$ cat src/rtl/assert_macros.svh
// Assertion macros shared by the RTL of the avoid node table.
// Relies on the including module having clk and rst_n in scope.
`ifndef ASSERT_MACROS_SVH
`define ASSERT_MACROS_SVH

// Same-cycle implication, quiet during reset
`define AST_IMPL(lbl, ante, cons) \
  lbl: assert property (@(posedge clk) disable iff (!rst_n) (ante) |-> (cons)) \
    else $error("assertion failed");

// Next-cycle implication, quiet during reset
`define AST_NEXT(lbl, ante, cons) \
  lbl: assert property (@(posedge clk) disable iff (!rst_n) (ante) |=> (cons)) \
    else $error("assertion failed");

`endif

$ cat src/rtl/avt_pkg.sv
// Package for the avoid node table: constants, operation codes and entry type.
// No dependencies.
package avt_pkg;

  localparam int unsigned DEFAULT_DEPTH   = 16;
  localparam logic [31:0] EPOCH_CEILING   = 32'd1000000;
  localparam logic [15:0] USES_MAX        = 16'hFFFF;
  localparam logic [15:0] CHECK_LIMIT_RST = 16'd100;

  // Operation codes on in_func
  localparam logic [1:0] FUNC_LOOKUP  = 2'd0;
  localparam logic [1:0] FUNC_JOIN    = 2'd1;
  localparam logic [1:0] FUNC_REROUTE = 2'd2;

  typedef struct packed {
    logic [31:0] map_id;
    logic [31:0] block_id;
    logic [31:0] node_id;
    logic [31:0] epoch;
    logic [15:0] uses;
  } entry_t;

endpackage

$ cat src/rtl/avoid_node_table.sv
// Avoid node table top level: keyed use-count table with epoch-based replacement.
// Depends on avt_pkg and assert_macros.svh.
// One item at a time. Lookups within the check limit and joins scan every table
// slot through a single memory read port, one slot per cycle, in ST_SCAN, then
// pass ST_LAST. A lookup's result is loaded in ST_FIN. Reroutes, unused codes and
// lookups past the check limit go straight to ST_FIN. A join writes the chosen
// slot in ST_WRITE, between ST_LAST and ST_FIN, and loads its result in ST_FIN.
// in_stall stays high from the transfer of an item until its result is loaded
// into the output register. The table needs no clearing pass after reset: a
// per-slot valid bit makes an unwritten slot read as all zero.
`include "assert_macros.svh"

module avoid_node_table #(
  parameter int unsigned TABLE_DEPTH = avt_pkg::DEFAULT_DEPTH
) (
  input  logic        clk,
  input  logic        rst_n,
  input  logic        cfg_we,
  input  logic [15:0] cfg_wdata,
  input  logic        in_valid,
  output logic        in_stall,
  input  logic [1:0]  in_func,
  input  logic [31:0] in_map_id,
  input  logic [31:0] in_block_id,
  input  logic [31:0] in_node_id,
  output logic        out_valid,
  input  logic        out_stall,
  output logic [15:0] out_hit_count
);
  import avt_pkg::*;

  localparam int unsigned IDX_W = (TABLE_DEPTH > 1) ? $clog2(TABLE_DEPTH) : 1;
  localparam logic [IDX_W-1:0] LAST_IDX = IDX_W'(TABLE_DEPTH - 1);

  localparam logic [2:0] ST_IDLE  = 3'd0;
  localparam logic [2:0] ST_SCAN  = 3'd1;
  localparam logic [2:0] ST_LAST  = 3'd2;
  localparam logic [2:0] ST_WRITE = 3'd3;
  localparam logic [2:0] ST_FIN   = 3'd4;

  // Table storage and per-slot valid bits
  entry_t           mem [TABLE_DEPTH];
  logic [TABLE_DEPTH-1:0] slot_valid_r;

  logic [2:0]       state_r, state_nxt;
  logic [15:0]      check_limit_r;
  logic [16:0]      lookup_cnt_r;
  logic [31:0]      epoch_r;

  logic [1:0]       func_r;
  logic [31:0]      map_r, block_r, node_r;

  logic [IDX_W-1:0] addr_r;
  logic             rd_vld_r;
  logic [IDX_W-1:0] rd_idx_r;
  entry_t           rd_data_r;
  logic             rd_slot_valid_r;

  logic             found_r;
  logic [IDX_W-1:0] found_idx_r;
  logic [15:0]      found_uses_r;
  logic [31:0]      best_epoch_r;
  logic [IDX_W-1:0] best_idx_r;

  logic             out_valid_r;
  logic [15:0]      out_hit_r;

  logic             in_xfer;
  logic             out_free;
  logic             lookup_ok;
  entry_t           cur;
  logic             cur_match;
  entry_t           wr_entry;
  logic [IDX_W-1:0] wr_idx;

  assign in_stall      = (state_r != ST_IDLE);
  assign in_xfer       = in_valid && !in_stall;
  assign out_valid     = out_valid_r;
  assign out_hit_count = out_hit_r;
  assign out_free      = !out_valid_r || !out_stall;
  assign lookup_ok     = (lookup_cnt_r <= {1'b0, check_limit_r});

  // Entry under compare; an unwritten slot reads as zero
  assign cur       = rd_slot_valid_r ? rd_data_r : '0;
  assign cur_match = (cur.uses != 16'd0) && (cur.map_id == map_r) &&
                     (cur.block_id == block_r) && (cur.node_id == node_r);

  // Entry written at the end of a join: bump a match or replace the chosen slot
  always_comb begin
    wr_entry.map_id   = map_r;
    wr_entry.block_id = block_r;
    wr_entry.node_id  = node_r;
    wr_entry.epoch    = epoch_r;
    if (found_r) begin
      wr_entry.uses = (found_uses_r == USES_MAX) ? USES_MAX : found_uses_r + 16'd1;
      wr_idx        = found_idx_r;
    end else begin
      wr_entry.uses = 16'd1;
      wr_idx        = best_idx_r;
    end
  end

  // Sequencer
  always_comb begin
    state_nxt = state_r;
    case (state_r)
      ST_IDLE: begin
        if (in_xfer) begin
          if ((in_func == FUNC_JOIN) || ((in_func == FUNC_LOOKUP) && lookup_ok)) begin
            state_nxt = ST_SCAN;
          end else begin
            state_nxt = ST_FIN;
          end
        end
      end
      ST_SCAN: begin
        if (addr_r == LAST_IDX) begin
          state_nxt = ST_LAST;
        end
      end
      ST_LAST: begin
        state_nxt = (func_r == FUNC_JOIN) ? ST_WRITE : ST_FIN;
      end
      ST_WRITE: begin
        state_nxt = ST_FIN;
      end
      ST_FIN: begin
        if (out_free) begin
          state_nxt = ST_IDLE;
        end
      end
      default: begin
        state_nxt = ST_IDLE;
      end
    endcase
  end

  // Control state, counters and config register
  always_ff @(posedge clk) begin
    if (!rst_n) begin
      state_r       <= ST_IDLE;
      check_limit_r <= CHECK_LIMIT_RST;
      lookup_cnt_r  <= '0;
      epoch_r       <= '0;
      slot_valid_r  <= '0;
      rd_vld_r      <= 1'b0;
      out_valid_r   <= 1'b0;
    end else begin
      state_r  <= state_nxt;
      rd_vld_r <= (state_r == ST_SCAN);
      if (cfg_we) begin
        check_limit_r <= cfg_wdata;
      end
      // Count lookups within limit; reroute opens a new epoch
      if (in_xfer && (in_func == FUNC_LOOKUP) && lookup_ok) begin
        lookup_cnt_r <= lookup_cnt_r + 17'd1;
      end
      if (in_xfer && (in_func == FUNC_REROUTE)) begin
        lookup_cnt_r <= '0;
        epoch_r      <= epoch_r + 32'd1;
      end
      if (state_r == ST_WRITE) begin
        slot_valid_r[wr_idx] <= 1'b1;
      end
      // Drop the result on transfer, load a new one at the end of an item
      if (state_r == ST_FIN && out_free) begin
        out_valid_r <= 1'b1;
      end else if (!out_stall) begin
        out_valid_r <= 1'b0;
      end
    end
  end

  // Item registers, scan address and running search results
  always_ff @(posedge clk) begin
    if (in_xfer) begin
      func_r       <= in_func;
      map_r        <= in_map_id;
      block_r      <= in_block_id;
      node_r       <= in_node_id;
      addr_r       <= '0;
      found_r      <= 1'b0;
      found_idx_r  <= '0;
      found_uses_r <= '0;
      best_epoch_r <= EPOCH_CEILING;
      best_idx_r   <= '0;
    end else begin
      if (state_r == ST_SCAN && addr_r != LAST_IDX) begin
        addr_r <= addr_r + IDX_W'(1);
      end
      if (rd_vld_r) begin
        // Keep the first live match
        if (cur_match && !found_r) begin
          found_r      <= 1'b1;
          found_idx_r  <= rd_idx_r;
          found_uses_r <= cur.uses;
        end
        // Keep the first slot with the strictly smallest epoch
        if (best_epoch_r > cur.epoch) begin
          best_epoch_r <= cur.epoch;
          best_idx_r   <= rd_idx_r;
        end
      end
    end
    if (state_r == ST_FIN && out_free) begin
      out_hit_r <= ((func_r == FUNC_LOOKUP) && found_r) ? found_uses_r : 16'd0;
    end
  end

  // Table memory: one registered read port, one write port
  always_ff @(posedge clk) begin
    if (state_r == ST_SCAN) begin
      rd_data_r       <= mem[addr_r];
      rd_slot_valid_r <= slot_valid_r[addr_r];
      rd_idx_r        <= addr_r;
    end
    if (state_r == ST_WRITE) begin
      mem[wr_idx] <= wr_entry;
    end
  end

  // Checks
  `AST_NEXT(a_xfer_busy, in_xfer, state_r != ST_IDLE)
  `AST_IMPL(a_out_from_fin, $rose(out_valid_r), $past(state_r == ST_FIN))
  `AST_IMPL(a_write_join, state_r == ST_WRITE, func_r == FUNC_JOIN)

endmodule

$ cat config.mk
export PLATFORM = sky130hd
export DESIGN_NAME = avoid_node_table
export DESIGN_NICKNAME = d
export VERILOG_FILES = /design/src/rtl/avt_pkg.sv /design/src/rtl/avoid_node_table.sv
export VERILOG_INCLUDE_DIRS = /design/src /design/src/rtl
export SDC_FILE = /design/constraint.sdc
export NUM_CORES = 2
export LEC_CHECK = 0
export BUFFER_PORTS_ARGS = -buffer_cell sky130_fd_sc_hd__buf_4
export CAP_MARGIN = 20
export CORE_MARGIN = 4
export CORE_UTILIZATION = 45
export CTS_CLUSTER_DIAMETER = 200
export DETAILED_ROUTE_END_ITERATION = 6
export PLACE_DENSITY_LB_ADDON = 0.1
export SKIP_CTS_REPAIR_TIMING = 1
export SLEW_MARGIN = 25
export SYNTH_ARGS = -nofsm -noshare
export SYNTH_HDL_FRONTEND = slang
export SYNTH_SLANG_ARGS = --single-unit
$ cat constraint.sdc
create_clock -name clk -period 15.7 [get_ports clk]
set_input_delay 3.14 -clock clk [delete_from_list [all_inputs] [get_ports clk]]
set_output_delay 3.14 -clock clk [all_outputs]
set_load 0.005 [all_outputs]
==> metrics <==
Final Skew 0.03557 ns; Int Pwr ~0.013 W; initial antenna violation count 9; share of cells above drive strength 1 27.34%; final hold violation count 0; Synth Net Count 4899; max cap viols 0; Total Routed Length around 260 mm; layout overhead on the synthesized area 14.06%; first-pass GRT wire length between 300 and 400 mm; Routed wire per std cell 31.56 um; Slew HR a little under a fifth; grt total ovfl 0; Mapped Area around 0.10 sq mm; status finished clean; FF/Latch Area 0.08004 sq mm; vias in the first global route 51.10k; fillcell total 17.93k; final worst path period share 31.96%; Worst setup EP type output pin; Clock Power Share about two fifths; DR pass1 iterations 6; CP arrival 1.88 ns; Row Count 176; Core Box Area 0.2301 sq mm; Startpoint Class flop; nets 5236; drt drc 0; Worst Tran Pin Value 1.222 ns; Die X 489.0 um; Starting Density 45.24%; Setup TNS 0 ns; Final GP Congestion slightly below 0.8; Static Leak 38.06 nW; Clock Sinks 2714; I/O pin count 137; # setup viols final 0; clock transition at the registers of the reported paths 0.06 ns; Clock Latency Late Sink around 0.90 ns; Post-synth ARST share 0%; largest net degree at the start of global routing between 100 and 150; Req. time, crit path 12.56 ns; RSZ-0062 raised after global routing no; CP Max Fanout 7; max-slew violations 0; post-synthesis sequential area ratio 76.86%; Synth Warn # 0; Flop pwr share 49.3%; Iteration-0 DRC Markers 5119; post-DP HPWL 134.5 mm; Most used DFF post-synth edfxtp_1; syn_area_per_cell 22.02 sq um; DRT antenna net count 0; Vias between 40k and 50k; Net Sw Frac 22.56%; Die ar. approximately 0.24 sq mm; Mapped Cells roughly 4.7k; Crit Path Category reg -> out; Power Density 141.9 mW/mm^2; Hold Crit Class reg -> reg; Comb pwr share 10.6%; Post-synth EDFFs 2567; DP Area 0.1093 sq mm; IO Port Bufs 136; CTS tree built; NetSw 0.003803 W; Multi-input gate area 0.02315 sq mm; Synth Register Bits ~2.7k; Die Ht ~490 um; CTS Root Cell clkbuf_16; Final Instance Area 0.1188 sq mm; total track usage 22.05%; TritonCTS Buffers slightly above 300; reg2reg setup slack around 11 ns; Via density around 6.0; worst hold slack roughly 0.46 ns; Distinct cells, synth slightly below 70; H-tree level count 5; VDD IR max between 80 and 90 uV; clk buf depth 4; Final min period 5.018 ns; fmax 0.1993 GHz
cells in the final DEF, fill, tap and decap left out, types with 12 or more instances in the layout:
master     count
dfxtp_1      143
o21ai_0       34
mux2i_1       60
clkbuf_16    309
nor2_4        16
a31o_2        15
clkbuf_1      78
o21a_1        19
ha_1          52
nor4_1        16
and3_1        18
nor4bb_1      16
and2_1        62
nor3_1        14
xor2_1        19
a2111oi_0     19
buf_4        235
o31ai_1       23
nand3_1       59
a22oi_1       16
nand4_1       50
nor2_1        63
a21oi_2       13
bufinv_16     22
nand2b_1      22
a21oi_1       54
or3_1         12
inv_1         61
edfxtp_1    2567
mux4_2       725
clkinv_2      50
nor2b_1       67
nand2_1      118
xnor2_1       46
clkinv_1      50
sequential cells by signal, summed over array words and instances, names as in the netlist, 16 cells and up:
signal and count:
best_epoch_r 32, block_r 32, check_limit_r 16, epoch_r 32
found_uses_r 16, lookup_cnt_r 17, map_r 32, mem 2304
node_r 32, out_hit_count 16, rd_data_r 144, slot_valid_r 16
cell families (layout without fill, tap and decap cells):
logic type,count (synthesis),count (layout),synth area share [%]
xor+xnor,65,65,0.5468
other cells,0,2,0
buf+inv,290,848,1.082
mux,785,785,16.26
flops,2714,2714,76.86
fa+ha+maj,52,52,0.6249
simple gates,562,562,2.917
compound gates,260,260,1.708
metrics by stage:
stage	total power [W]	utilization [%]	setup slack, ns	std cells
2_1_floorplan	0.009756	-	3.438	4728
3_3_place_gp	0.01028	47.43	9.624	7776
3_5_place_dp	0.01029	47.48	9.593	7780
4_1_cts	0.01706	51.54	10.16	8308
5_1_grt	0.01748	51.60	10.24	8313
6_report	0.01686	51.60	10.68	8314
cell type report:
class	instances	share of cell area, %
multi-input combinational	1724	19.50
tap	3026	3.188
timing repair buffer	254	1.811
clock inverter	131	1.006
inverter	66	0.2149
sequential	2714	67.40
antenna	2	0.004215
clock buffer	397	6.874
power groups by stage:
stage / sequential (W) / combinational [W] / clock, W
final: 0.00832 / 0.00178 / 0.00676
after global routing: 0.00834 / 0.00192 / 0.00723
after CTS: 0.00833 / 0.00181 / 0.00692
after detailed placement: 0.00848 / 0.00181 / 0
after global placement: 0.00848 / 0.00180 / 0
after floorplan: 0.00837 / 0.00139 / 0
cell usage after synthesis (50+ instances only):
cell type	n	area share (%)
edfxtp_1	2567	74
mux4_2	725	16
clkbuf_1	149	0.54
dfxtp_1	147	2.8
nand2_1	119	0.43
nor2_1	80	0.29
nor2b_1	67	0.40
a21oi_1	66	0.32
and2_1	62	0.37
buf_1	61	0.22
inv_1	61	0.22
mux2i_1	60	0.58
nand3_1	60	0.29
ha_1	52	0.62
nand4_1	50	0.30
path summary, 6_finish.rpt:
check	start	cells past startpoint	end
setup / recovery	state_r[2]	3	in_stall
hold / removal	slot_valid_r[14]	1	slot_valid_r[14]
hold reg to reg	slot_valid_r[14]	1	slot_valid_r[14]
setup reg to reg	addr_r[0]	6	rd_data_r[87]
worst max-delay path: stages (launching register included):
cell and delay, ns:
dfxtp_1 0.37, nor3_2 0.32, inv_1 0.13, buf_4 0.16
layer usage:
metal / track usage, % / vias to the layer above / wire length [um]
li1: - / 20560 / -
met2: 35.13 / 1624 / 126800
met1: 31.91 / 27080 / 113200
met5: 0 / - / 0
met4: 5.773 / 0 / 6465
met3: 3.736 / 401 / 15930
Note: power is estimated with default switching activity, not from simulation.
